File: src/rtl/core/mmu_pkg.sv
package mmu_pkg;

  localparam int MaxDimDef    = 8;
  localparam int ElemWidthDef = 16;
  localparam int AccW         = 35;
  localparam int DimW         = 4;
  localparam int IdxW         = 3;
  localparam int ValW         = 16;
  localparam int OpW          = 2;
  localparam int CfgIdxW      = 2;
  localparam logic [DimW-1:0] DimReset = 4'd8;

  typedef enum logic [OpW-1:0] {
    OP_WR_A = 2'd0,
    OP_WR_B = 2'd1,
    OP_MUL  = 2'd2
  } op_e;

  typedef enum logic [CfgIdxW-1:0] {
    REG_A_ROWS = 2'd0,
    REG_A_COLS = 2'd1,
    REG_B_ROWS = 2'd2,
    REG_B_COLS = 2'd3
  } reg_e;

  typedef enum logic [2:0] {
    ST_IDLE,
    ST_START,
    ST_MAC,
    ST_DRAIN0,
    ST_DRAIN1,
    ST_EMIT,
    ST_ERR
  } step_e;

  typedef enum logic [1:0] {
    C_NEXT,
    C_DISPATCH,
    C_K_LOOP,
    C_EMIT
  } cond_e;

  typedef struct packed {
    logic  in_rdy;
    logic  clr_acc;
    logic  issue;
    logic  emit;
    logic  err;
    cond_e cond;
    step_e tgt_t;
    step_e tgt_f;
  } ctrl_t;

  // microcode rom
  function automatic ctrl_t ucode(input step_e step);
    ctrl_t c;
    c = '0;
    c.cond  = C_NEXT;
    c.tgt_t = ST_IDLE;
    c.tgt_f = ST_IDLE;
    case (step)
      ST_IDLE: begin
        c.in_rdy = 1'b1;
        c.cond   = C_DISPATCH;
        c.tgt_t  = ST_ERR;
        c.tgt_f  = ST_START;
      end
      ST_START: begin
        c.clr_acc = 1'b1;
        c.tgt_t   = ST_MAC;
      end
      ST_MAC: begin
        c.issue = 1'b1;
        c.cond  = C_K_LOOP;
        c.tgt_t = ST_MAC;
        c.tgt_f = ST_DRAIN0;
      end
      ST_DRAIN0: begin
        c.tgt_t = ST_DRAIN1;
      end
      ST_DRAIN1: begin
        c.tgt_t = ST_EMIT;
      end
      ST_EMIT: begin
        c.emit  = 1'b1;
        c.cond  = C_EMIT;
        c.tgt_t = ST_IDLE;
        c.tgt_f = ST_START;
      end
      ST_ERR: begin
        c.emit  = 1'b1;
        c.err   = 1'b1;
        c.cond  = C_EMIT;
        c.tgt_t = ST_IDLE;
        c.tgt_f = ST_IDLE;
      end
      default: begin
        c.tgt_t = ST_IDLE;
      end
    endcase
    return c;
  endfunction

endpackage

File: src/rtl/core/matrix_multiply_unit.sv
// channel  direction  handshake              payload
// in       input      in_valid_i/in_ready_o  op_i row_i col_i value_i
// out      output     out_valid_o/out_ready_i out_row_o out_col_o out_product_o
//                                             out_last_o out_error_o
// cfg      input      cfg_we_i               cfg_idx_i cfg_data_i
//
// element writes go into a store on acceptance; a multiply produces its result
// elements in turn through the single multiply-accumulate unit fed from one read port
// of each store; a dimension mismatch, once accepted, gives its error result through
// the error step. stores read as zero right after reset with no clearing pass.
// an emit step holds while the output register is full and not taken.
module matrix_multiply_unit #(
  parameter int MAX_DIM    = mmu_pkg::MaxDimDef,
  parameter int ELEM_WIDTH = mmu_pkg::ElemWidthDef
) (
  input  logic                            clk_i,
  input  logic                            rst_ni,
  input  logic                            cfg_we_i,
  input  logic [mmu_pkg::CfgIdxW-1:0]     cfg_idx_i,
  input  logic [mmu_pkg::DimW-1:0]        cfg_data_i,
  input  logic                            in_valid_i,
  output logic                            in_ready_o,
  input  logic [mmu_pkg::OpW-1:0]         op_i,
  input  logic [mmu_pkg::IdxW-1:0]        row_i,
  input  logic [mmu_pkg::IdxW-1:0]        col_i,
  input  logic signed [mmu_pkg::ValW-1:0] value_i,
  output logic                            out_valid_o,
  input  logic                            out_ready_i,
  output logic [mmu_pkg::IdxW-1:0]        out_row_o,
  output logic [mmu_pkg::IdxW-1:0]        out_col_o,
  output logic signed [mmu_pkg::AccW-1:0] out_product_o,
  output logic                            out_last_o,
  output logic                            out_error_o
);

  localparam int Depth = MAX_DIM * MAX_DIM;
  localparam int AddrW = (Depth > 1) ? $clog2(Depth) : 1;
  localparam int IW    = (MAX_DIM > 1) ? $clog2(MAX_DIM) : 1;
  localparam int DW    = $clog2(MAX_DIM + 1);
  localparam int PW    = 2 * ELEM_WIDTH;

  function automatic logic [DW-1:0] eff_dim(input logic [mmu_pkg::DimW-1:0] r);
    logic [DW-1:0] e;
    if (r == '0) begin
      e = DW'(1);
    end else if (32'(r) > MAX_DIM) begin
      e = DW'(MAX_DIM);
    end else begin
      e = DW'(r);
    end
    return e;
  endfunction

  logic [mmu_pkg::DimW-1:0] a_rows_q, a_cols_q, b_rows_q, b_cols_q;
  mmu_pkg::step_e upc_q, upc_d;
  mmu_pkg::ctrl_t ctl;

  logic [DW-1:0] ar_eff, ac_eff, br_eff, bc_eff;
  logic [IW-1:0] ar_last, ac_last, bc_last;
  logic          mismatch;

  logic [IW-1:0] i_q, j_q, k_q;
  logic          rv_q, pv_q;
  logic signed [PW-1:0]            prod_q;
  logic        [mmu_pkg::AccW-1:0] acc_q;

  logic in_fire, is_mul, in_range, wr_a, wr_b;
  logic out_free, load_out, elem_last, k_more;
  logic [AddrW-1:0] wr_addr, rd_addr_a, rd_addr_b;
  logic signed [ELEM_WIDTH-1:0] wr_val, rd_a, rd_b;

  logic                     out_valid_q;
  logic [mmu_pkg::IdxW-1:0] out_row_q, out_col_q;
  logic [mmu_pkg::AccW-1:0] out_product_q;
  logic                     out_last_q, out_error_q;

  // configuration registers
  always_ff @(posedge clk_i or negedge rst_ni) begin
    if (!rst_ni) begin
      a_rows_q <= mmu_pkg::DimReset;
      a_cols_q <= mmu_pkg::DimReset;
      b_rows_q <= mmu_pkg::DimReset;
      b_cols_q <= mmu_pkg::DimReset;
    end else if (cfg_we_i) begin
      case (cfg_idx_i)
        mmu_pkg::REG_A_ROWS: a_rows_q <= cfg_data_i;
        mmu_pkg::REG_A_COLS: a_cols_q <= cfg_data_i;
        mmu_pkg::REG_B_ROWS: b_rows_q <= cfg_data_i;
        mmu_pkg::REG_B_COLS: b_cols_q <= cfg_data_i;
        default: ;
      endcase
    end
  end

  always_comb begin
    ar_eff   = eff_dim(a_rows_q);
    ac_eff   = eff_dim(a_cols_q);
    br_eff   = eff_dim(b_rows_q);
    bc_eff   = eff_dim(b_cols_q);
    ar_last  = IW'(ar_eff - DW'(1));
    ac_last  = IW'(ac_eff - DW'(1));
    bc_last  = IW'(bc_eff - DW'(1));
    mismatch = (ac_eff != br_eff);
  end

  assign ctl = mmu_pkg::ucode(upc_q);

  // control outputs of the current step
  always_comb begin
    in_ready_o = ctl.in_rdy;
    in_fire    = in_valid_i && ctl.in_rdy;
    is_mul     = (op_i == mmu_pkg::OP_MUL);
    in_range   = (32'(row_i) < MAX_DIM) && (32'(col_i) < MAX_DIM);
    wr_a       = in_fire && (op_i == mmu_pkg::OP_WR_A) && in_range;
    wr_b       = in_fire && (op_i == mmu_pkg::OP_WR_B) && in_range;
    out_free   = !out_valid_q || out_ready_i;
    load_out   = ctl.emit && out_free;
    elem_last  = (i_q == ar_last) && (j_q == bc_last);
    k_more     = (k_q != ac_last);
  end

  // step sequencing
  always_comb begin
    upc_d = upc_q;
    case (ctl.cond)
      mmu_pkg::C_NEXT: upc_d = ctl.tgt_t;
      mmu_pkg::C_DISPATCH: begin
        if (in_fire && is_mul) begin
          upc_d = mismatch ? ctl.tgt_t : ctl.tgt_f;
        end
      end
      mmu_pkg::C_K_LOOP: upc_d = k_more ? ctl.tgt_t : ctl.tgt_f;
      mmu_pkg::C_EMIT: begin
        if (out_free) begin
          upc_d = (ctl.err || elem_last) ? ctl.tgt_t : ctl.tgt_f;
        end
      end
      default: upc_d = mmu_pkg::ST_IDLE;
    endcase
  end

  always_ff @(posedge clk_i or negedge rst_ni) begin
    if (!rst_ni) begin
      upc_q <= mmu_pkg::ST_IDLE;
    end else begin
      upc_q <= upc_d;
    end
  end

  // stores
  assign wr_val    = ELEM_WIDTH'(value_i);
  assign wr_addr   = AddrW'(32'(row_i) * MAX_DIM + 32'(col_i));
  assign rd_addr_a = AddrW'(32'(i_q) * MAX_DIM + 32'(k_q));
  assign rd_addr_b = AddrW'(32'(k_q) * MAX_DIM + 32'(j_q));

  mmu_store #(
    .MAX_DIM    (MAX_DIM),
    .ELEM_WIDTH (ELEM_WIDTH)
  ) u_store_a (
    .clk_i     (clk_i),
    .rst_ni    (rst_ni),
    .wr_en_i   (wr_a),
    .wr_addr_i (wr_addr),
    .wr_data_i (wr_val),
    .rd_en_i   (ctl.issue),
    .rd_addr_i (rd_addr_a),
    .rd_data_o (rd_a)
  );

  mmu_store #(
    .MAX_DIM    (MAX_DIM),
    .ELEM_WIDTH (ELEM_WIDTH)
  ) u_store_b (
    .clk_i     (clk_i),
    .rst_ni    (rst_ni),
    .wr_en_i   (wr_b),
    .wr_addr_i (wr_addr),
    .wr_data_i (wr_val),
    .rd_en_i   (ctl.issue),
    .rd_addr_i (rd_addr_b),
    .rd_data_o (rd_b)
  );

  // loop counters and mac pipeline flags
  always_ff @(posedge clk_i or negedge rst_ni) begin
    if (!rst_ni) begin
      i_q  <= '0;
      j_q  <= '0;
      k_q  <= '0;
      rv_q <= 1'b0;
      pv_q <= 1'b0;
    end else begin
      if (in_fire && is_mul) begin
        i_q <= '0;
        j_q <= '0;
      end else if (load_out && !ctl.err) begin
        if (j_q == bc_last) begin
          j_q <= '0;
          i_q <= IW'(i_q + IW'(1));
        end else begin
          j_q <= IW'(j_q + IW'(1));
        end
      end
      if (ctl.clr_acc) begin
        k_q <= '0;
      end else if (ctl.issue) begin
        k_q <= IW'(k_q + IW'(1));
      end
      rv_q <= ctl.issue;
      pv_q <= rv_q;
    end
  end

  always_ff @(posedge clk_i) begin
    prod_q <= rd_a * rd_b;
    if (ctl.clr_acc) begin
      acc_q <= '0;
    end else if (pv_q) begin
      acc_q <= acc_q + mmu_pkg::AccW'(prod_q);
    end
  end

  // output register
  always_ff @(posedge clk_i or negedge rst_ni) begin
    if (!rst_ni) begin
      out_valid_q <= 1'b0;
    end else if (load_out) begin
      out_valid_q <= 1'b1;
    end else if (out_ready_i) begin
      out_valid_q <= 1'b0;
    end
  end

  always_ff @(posedge clk_i) begin
    if (load_out) begin
      out_row_q     <= ctl.err ? '0 : mmu_pkg::IdxW'(i_q);
      out_col_q     <= ctl.err ? '0 : mmu_pkg::IdxW'(j_q);
      out_product_q <= ctl.err ? '0 : acc_q;
      out_last_q    <= ctl.err || elem_last;
      out_error_q   <= ctl.err;
    end
  end

  assign out_valid_o   = out_valid_q;
  assign out_row_o     = out_row_q;
  assign out_col_o     = out_col_q;
  assign out_product_o = out_product_q;
  assign out_last_o    = out_last_q;
  assign out_error_o   = out_error_q;

  a_err_fields: assert property (@(posedge clk_i) disable iff (!rst_ni)
    out_valid_o && out_error_o |-> out_last_o && out_product_o == '0 &&
      out_row_o == '0 && out_col_o == '0)
    else $error("error transaction carries nonzero fields");

  a_mac_bound: assert property (@(posedge clk_i) disable iff (!rst_ni)
    upc_q == mmu_pkg::ST_MAC |-> k_q <= ac_last)
    else $error("inner index past a_cols");

  a_drained: assert property (@(posedge clk_i) disable iff (!rst_ni)
    upc_q == mmu_pkg::ST_EMIT |-> !rv_q && !pv_q)
    else $error("emit before mac pipeline drained");

  a_mismatch: assert property (@(posedge clk_i) disable iff (!rst_ni)
    in_fire && is_mul && mismatch |=> upc_q == mmu_pkg::ST_ERR)
    else $error("mismatched multiply did not take error path");

endmodule

File: src/rtl/core/mmu_store.sv
module mmu_store #(
  parameter int MAX_DIM    = mmu_pkg::MaxDimDef,
  parameter int ELEM_WIDTH = mmu_pkg::ElemWidthDef,
  localparam int Depth     = MAX_DIM * MAX_DIM,
  localparam int AddrW     = (Depth > 1) ? $clog2(Depth) : 1
) (
  input  logic                  clk_i,
  input  logic                  rst_ni,
  input  logic                  wr_en_i,
  input  logic [AddrW-1:0]      wr_addr_i,
  input  logic [ELEM_WIDTH-1:0] wr_data_i,
  input  logic                  rd_en_i,
  input  logic [AddrW-1:0]      rd_addr_i,
  output logic [ELEM_WIDTH-1:0] rd_data_o
);

  logic [ELEM_WIDTH-1:0] mem_q [Depth];
  logic [Depth-1:0]      vld_q;
  logic [ELEM_WIDTH-1:0] rdata_q;
  logic                  rvld_q;

  always_ff @(posedge clk_i) begin
    if (wr_en_i) begin
      mem_q[wr_addr_i] <= wr_data_i;
    end
    if (rd_en_i) begin
      rdata_q <= mem_q[rd_addr_i];
    end
  end

  // entries never written read as zero
  always_ff @(posedge clk_i or negedge rst_ni) begin
    if (!rst_ni) begin
      vld_q  <= '0;
      rvld_q <= 1'b0;
    end else begin
      if (wr_en_i) begin
        vld_q[wr_addr_i] <= 1'b1;
      end
      if (rd_en_i) begin
        rvld_q <= vld_q[rd_addr_i];
      end
    end
  end

  assign rd_data_o = rvld_q ? rdata_q : '0;

endmodule

File: config.mk
export PLATFORM = sky130hd
export DESIGN_NAME = matrix_multiply_unit
export DESIGN_NICKNAME = d
export VERILOG_FILES = /design/src/rtl/core/mmu_pkg.sv /design/src/rtl/core/matrix_multiply_unit.sv /design/src/rtl/core/mmu_store.sv
export SDC_FILE = /design/constraint.sdc
export NUM_CORES = 2
export LEC_CHECK = 0
export BUFFER_PORTS_ARGS = -buffer_cell sky130_fd_sc_hd__buf_2
export CAP_MARGIN = 20
export CORE_UTILIZATION = 39
export CTS_CLUSTER_SIZE = 20
export DETAILED_ROUTE_END_ITERATION = 10
export MAX_ROUTING_LAYER = met4
export PLACE_DENSITY = 0.64
export SLEW_MARGIN = 20
export SYNTH_ARGS = -nofsm -noshare
export SYNTH_HDL_FRONTEND = slang
export SYNTH_SLANG_ARGS = --single-unit
File: constraint.sdc
create_clock -name clk_i -period 7.1 [get_ports clk_i]
set_input_delay 0.355 -clock clk_i [delete_from_list [all_inputs] [get_ports clk_i]]
set_output_delay 0.355 -clock clk_i [all_outputs]
set_load 0.02 [all_outputs]
=== Yosys cells after proc, flatten, opt, wreduce, memory -nomap -nowiden ===
Memories as Yosys holds them, arrays and structs flattened. A register that Yosys moved wholly into a read port is not among the register bits.
Index checks and enable logic that the tools add are counted.

* Reductions and logical operators: 33
* Multiply operators: 1
* Equal/unequal tests: 20
* Bitwise operators: 2
* Magnitude comparators: 8
* Add/sub/neg operators: 10
* Multiplexer cells: 44

{| class="wikitable"
|+ Operators with widths
! operator !! number
|-
| $or A64 B64 Y64 || 2
|-
| $mux W3 || 17
|-
| $add A35 B35 Y35 || 1
|-
| $mul A16 B16 Y32 || 1
|-
| $mux W16 || 2
|-
| $pmux W3 S4 || 2
|-
| $lt A6 B7 Y1 const B || 3
|-
| $add A6 B3 Y6 || 3
|-
| $gt A4 B4 Y1 const B || 4
|-
| $logic_not A4 Y1 || 4
|-
| $mux W4 || 4
|-
| $mux W1 || 14
|-
| $bmux W1 S6 || 2
|-
| $reduce_and A2 Y1 || 6
|-
| $eq A2 B2 Y1 const B || 5
|-
| $add A3 B1 Y3 const B || 3
|-
| $eq A3 B3 Y1 const B || 3
|-
| $sub A3 B1 Y3 const B || 3
|-
| $logic_and A1 B1 Y1 || 8
|-
| $reduce_bool A2 Y1 || 4
|-
| $demux W1 S6 || 1
|-
| $eq A2 B1 Y1 const B || 3
|-
| $eq A3 B2 Y1 const B || 2
|-
| $eq A3 B3 Y1 || 2
|-
| other kinds (12) || 19
|}

* Word-level logic and storage cells: 142
* Bits in writable memories: 2048
* Memories kept: 2
* Bits of input ports: 35
* Bits in registers: 271

{| class="wikitable"
|+ Memories
! memory !! words !! width !! rd ports !! clocked after Yosys merged registers in !! write ports !! line !! text
|-
| u_store_a.mem_q || 64 || 16 || 1 || 1 || 1 || mmu_store.sv:17 || <nowiki>logic [ELEM_WIDTH-1:0] mem_q [Depth];</nowiki>
|-
| u_store_b.mem_q || 64 || 16 || 1 || 1 || 1 || mmu_store.sv:17 ||
|}

=== Depth between registers and ports, before layout ===
* Word-level depth: 10
* Mapped depth: 28

=== Modules after synthesis ===
A second synthesis with hierarchy kept.

* Cell total of the unflattened synthesis: 5492
* Area, all modules: 101255.9 um^2

{| class="wikitable"
|+ Modules (own cells, without submodules)
! module !! cells each !! times used !! sequential area each (um^2) !! area an instance (um^2)
|-
| mmu_store at u_store_b || 1799 || 1 || 32856.5 || 42313.1
|-
| mmu_store at u_store_a || 1923 || 1 || 32856.5 || 42132.9
|-
| matrix_multiply_unit || 1770 || 1 || 3413.3 || 16809.9
|}

=== Worst setup path after synthesis ===
No wires, ideal clock.

* Path type: register to register
* From: reg u_store_b.rvld_q
* To: reg prod_q[30]
* Path slack: 0.809 ns
* Required time: 7.028 ns
* Arrival time: 6.219 ns
* Clock period less this slack: 6.291 ns
* Path buffers: 3
* Stages on the path, launching flop included: 27
* Cell sequence: dfrtp_1 > clkbuf_1 > clkbuf_1 > nand2_1 > clkbuf_1 > nor2_1 > fa_1 > inv_1 > fa_1 > fa_1 > inv_1 > fa_1 > fa_1 > inv_1 > fa_1 > inv_1 > ha_1 > nand4_1 > nor2_1 > a2111oi_0 > o31ai_1 > a31oi_1 > o21ai_1 > nand4_1 > nand4b_1 > a21oi_1 > xnor2_1

* Longest elaborated chain between the ends: 2

{| class="wikitable"
|+ Ends and longest elaborated chain
! element !! line !! text
|-
| start, declared || mmu_store.sv:20 || <nowiki>logic rvld_q;</nowiki>
|-
| start signal, assigned || mmu_store.sv:41 || <nowiki>rvld_q <= vld_q[rd_addr_i];</nowiki>
|-
| $mux W16 || mmu_store.sv:46 || <nowiki>assign rd_data_o = rvld_q ? rdata_q : '0;</nowiki>
|-
| $mul A16 B16 Y32 || matrix_multiply_unit.sv:215 || <nowiki>prod_q <= rd_a * rd_b;</nowiki>
|-
| end signal, assigned || matrix_multiply_unit.sv:215 ||
|-
| end, declared || matrix_multiply_unit.sv:64 || <nowiki>logic signed [PW-1:0] prod_q;</nowiki>
|}

Every way passes these cells.
A chain may end at the register's enable or synchronous reset.

=== Final worst setup path ===
* From: reg u_store_a.rvld_q
* To: reg prod_q[31]

* Longest elaborated chain between the ends: 2

{| class="wikitable"
|+ Ends and longest elaborated chain
! element !! line
|-
| start, declared || mmu_store.sv:20
|-
| start signal, assigned || mmu_store.sv:41
|-
| $mux W16 || mmu_store.sv:46
|-
| $mul A16 B16 Y32 || matrix_multiply_unit.sv:215
|}

Every way passes these cells.

==> results.json <==
{
  "outcome": "completed",
  "clock_sinks": 2351,
  "ctsHtreeMaxLevel": 4,
  "report.final.setup_viol": 0,
  "setup_ws_ns": 0.402,
  "clkPwrFrac": 0.339,
  "detailed_place_hpwl_mm": 149,
  "antenna_found_initial": 29,
  "leakage_uw": 0.0390,
  "clock_insertion_delay_worst_skew_ns": 0.94,
  "synth_enable_flop_cells": 2123,
  "routed_wl_mm": 244,
  "tightestPinTransition_ns": 1.13,
  "drt_iter0_markers": 5488,
  "fp-row-count": 186,
  "port-buffer-count": 79,
  "layout.nets": 5893,
  "finClkSkew_ns": 0.100,
  "slew_violations": 0,
  "filler_instances": 21684,
  "gp_congestion": 0.895,
  "synth.top_cells.by_count": "sky130_fd_sc_hd__edfxtp_1 (2123), sky130_fd_sc_hd__mux4_2 (714), sky130_fd_sc_hd__nor2_1 (352), sky130_fd_sc_hd__inv_1 (321), sky130_fd_sc_hd__fa_1 (263)",
  "worst_setup_path_start_kind": "flop",
  "setup-tns-final_ns": 0,
  "crit_required_ns": 7.87,
  "grt_use_total": 0.195,
  "power.switching_fraction": 0.281,
  "multiInputGateArea_um2": 29400,
  "ratio_of_final_minimum_period_to_clock_period": 0.943,
  "worstHoldPathType": "primary input to flop",
  "tritoncts.num_buffers": 229,
  "ff_latch_area_um2": 69200,
  "die_area_um2": 260000,
  "post_synth.cell_area_avg_um2": 19.4,
  "cts_tree": "yes",
  "synth.top_cell.area_share": 0.634,
  "min_period_ns": 6.70,
  "critical_path_end_type": "flop",
  "worst-setup-path-type": "flop to flop",
  "cts-root-to-sink-buffers": 3,
  "ys_async_sr_fraction": 0.0685,
  "max_fclk_ghz": 0.149,
  "worst-endpoint-arrival_ns": 7.47,
  "max_cap_viol_count": 0,
  "ctsRootBufferMaster": "sky130_fd_sc_hd__clkbuf_16",
  "setup_repair_after_global_routing_missed_its_margin": "false",
  "main_flop_type_after_synthesis": "sky130_fd_sc_hd__edfxtp_1",
  "timing.max_slew.rel_slack": 0.245,
  "yosysWarnings": 0,
  "overflow": 0,
  "area_growth_pct": 13.5,
  "design.portCount": 80,
  "total_power_per_unit_cell_area_nw_per_um2": 321,
  "die_width_um": 510,
  "drt-pass1-iter-count": 7,
  "grt_start_max_net_pins": 132,
  "syn_nets": 5599,
  "drt.antenna.violating_nets": 0,
  "yosysTopAreaCell": "sky130_fd_sc_hd__edfxtp_1",
  "ir_drop_v": 0.000286,
  "floorplan.initialDensity": 0.392,
  "routed-via-count": 49496,
  "grt_first_pass_wirelength_mm": 355,
  "netlist_top_cells_area": "sky130_fd_sc_hd__edfxtp_1 (63%), sky130_fd_sc_hd__mux4_2 (16%), sky130_fd_sc_hd__fa_1 (5.2%)",
  "remaining_drc_errors": 0,
  "worst_slack_after_detailed_placement_ns": 0.0532,
  "sequentialPowerShare": 0.437,
  "netlist_instances": 5179,
  "route.detailed.vias_per_inst": 5.45,
  "floorplan.die.height_um": 510,
  "clk_pin_slew_worst_paths_ns": 0.06,
  "power.combinational.fraction": 0.223,
  "yosys.cell_count.top_type": "sky130_fd_sc_hd__edfxtp_1",
  "p_switching_uw": 10300,
  "synth_seq_cells": 2351,
  "internal_power_uw": 26300,
  "proportion_of_layout_cells_with_a_drive_suffix_above_1": 0.270,
  "first_global_vias": 50945,
  "worst-path-max-fanout": 34,
  "wire_per_inst_um": 26.8,
  "report.final.hold_viol_count": 0,
  "ys_seq_area_frac": 0.687,
  "yosysUniqueCellTypes": 71,
  "placeableCoreArea_um2": 257000,
  "post_synth_instance_area_um2": 101000
}
## final timing paths
path / from / end / slack (ns) / cells past startpoint
max: u_store_a.rvld_q / prod_q[31] / 0.40 / 24
min: value_i[7] / u_store_a.mem_q[42][7] / 0.08 / 1
max reg2reg: u_store_a.rvld_q / prod_q[31] / 0.40 / 24
min reg2reg: rv_q / pv_q / 0.35 / 0
max in group asynchronous: rst_ni / i_q[0] / 5.88 / 3
min in group asynchronous: rst_ni / u_store_a.vld_q[43] / 0.14 / 2
## registers in the layout, indices dropped and copies added, names as in the netlist, 4 cells and up
signal             count
out_product_o         35
b_rows_q               4
u_store_b.mem_q     1024
u_store_a.rdata_q     16
u_store_a.mem_q     1024
b_cols_q               4
acc_q                 35
prod_q                32
u_store_a.vld_q       64
a_rows_q               4
u_store_b.vld_q       64
u_store_b.rdata_q     16
a_cols_q               4
## layout by cell type, fill, tap and decap left out, drive strengths merged, types with 12 or more instances in the layout
master       netlist  routed
clkbuf           153     292
edfxtp          2123    2123
ha               122     122
dfxtp             67      67
nand2b            15      15
mux2i             25      25
buf               85     270
xnor2             50      50
mux4             714     714
dfrtp            157     157
nor2b             17      17
and2              67      67
dlygate4sd3        0      30
bufinv             0      25
clkinv             0     108
o21ai             35      35
nand3             28      28
a21o              39      39
inv              321     325
xor2              27      27
nand3b            12      12
fa               263     263
mux2              19      19
nor3              15      15
diode              0      15
or2              134     134
nand2            185     185
nor2             352     352
a21oi             63      63
## cell families after synthesis
| group | count (synthesis) | synth area share |
|---|---|---|
| flip-flops | 2351 | 0.687 |
| multiplexers | 758 | 0.164 |
| adder cells (fa/ha/maj) | 386 | 0.0676 |
| XOR/XNOR | 77 | 0.00670 |
| AO/OA/AOI/OAI | 190 | 0.0125 |
| AND/OR/NAND/NOR | 858 | 0.0399 |
| buffers and inverters | 559 | 0.0220 |
## metrics by stage
| step | std cells | util | total power (uW) | cell area [um2] | hold WS (ns) |
|---|---|---|---|---|---|
| 6_report | 9077 | 0.445 | 36600 | 114000 | 0.0844 |
| 4_1_cts | 9061 | 0.445 | 37000 | 114000 | 0.0103 |
| 2_1_floorplan | 5179 | - | 21600 | 101000 | 0.0594 |
| 3_5_place_dp | 8595 | 0.413 | 24600 | 106000 | 0.339 |
| 3_3_place_gp | 8595 | 0.413 | 24500 | 106000 | 0.335 |
| 5_1_grt | 9071 | 0.445 | 37900 | 114000 | 0.0387 |
## per-layer routing
layer	track usage	share of wire	vias to the layer above
met5	-	0	-
met4	0.0447	0.021	0
met3	0.0322	0.065	312
met2	0.312	0.49	1781
met1	0.261	0.42	26676
li1	-	-	20727
## layout make-up
| type | instances | area share |
|---|---|---|
| tap | 3384 | 0.0371 |
| sequential | 2351 | 0.605 |
| timing repair buffer | 301 | 0.0208 |
| inverter | 321 | 0.0105 |
| clock inverter | 145 | 0.0151 |
| antenna | 15 | 0.000329 |
| multi-input combinational | 2269 | 0.257 |
| clock buffer | 291 | 0.0535 |
## power by group through the flow
stage | clock, uW | sequential, uW | combinational [uW]
6_report | 12400 | 16000 | 8170
5_1_grt | 13200 | 16100 | 8640
4_1_cts | 12700 | 16000 | 8290
3_5_place_dp | 0 | 16300 | 8260
3_3_place_gp | 0 | 16300 | 8190
2_1_floorplan | 0 | 16000 | 5600
## worst max-delay path, stage by stage, from the launching register on
cell                       delay [ns]
sky130_fd_sc_hd__dfrtp_1         0.37
sky130_fd_sc_hd__buf_4           0.23
sky130_fd_sc_hd__nand2_1         0.46
sky130_fd_sc_hd__nor2_1          0.17
sky130_fd_sc_hd__fa_1            0.57
sky130_fd_sc_hd__inv_1           0.06
sky130_fd_sc_hd__fa_1            0.50
sky130_fd_sc_hd__fa_1            0.51
sky130_fd_sc_hd__inv_1           0.06
sky130_fd_sc_hd__fa_1            0.50
sky130_fd_sc_hd__fa_1            0.51
sky130_fd_sc_hd__inv_1           0.05
sky130_fd_sc_hd__fa_1            0.47
sky130_fd_sc_hd__inv_1           0.04
sky130_fd_sc_hd__ha_1            0.34
sky130_fd_sc_hd__a21o_1          0.18
sky130_fd_sc_hd__a21oi_1         0.18
sky130_fd_sc_hd__o21ai_0         0.11
sky130_fd_sc_hd__nor2b_1         0.15
sky130_fd_sc_hd__a2111o_1        0.44
sky130_fd_sc_hd__nand2_1         0.12
sky130_fd_sc_hd__o21ai_0         0.12
sky130_fd_sc_hd__o21a_1          0.18
sky130_fd_sc_hd__nor2_1          0.11
sky130_fd_sc_hd__xnor2_1         0.14
## timing repair
action                                  CTS  global route
buffers inserted                          0             0
hold buffers                             30             0
resized for setup                         0            21
hold endpoints to repair                542             0
endpoints found under the setup margin    0             8
Power figures use the tool's default switching activity.
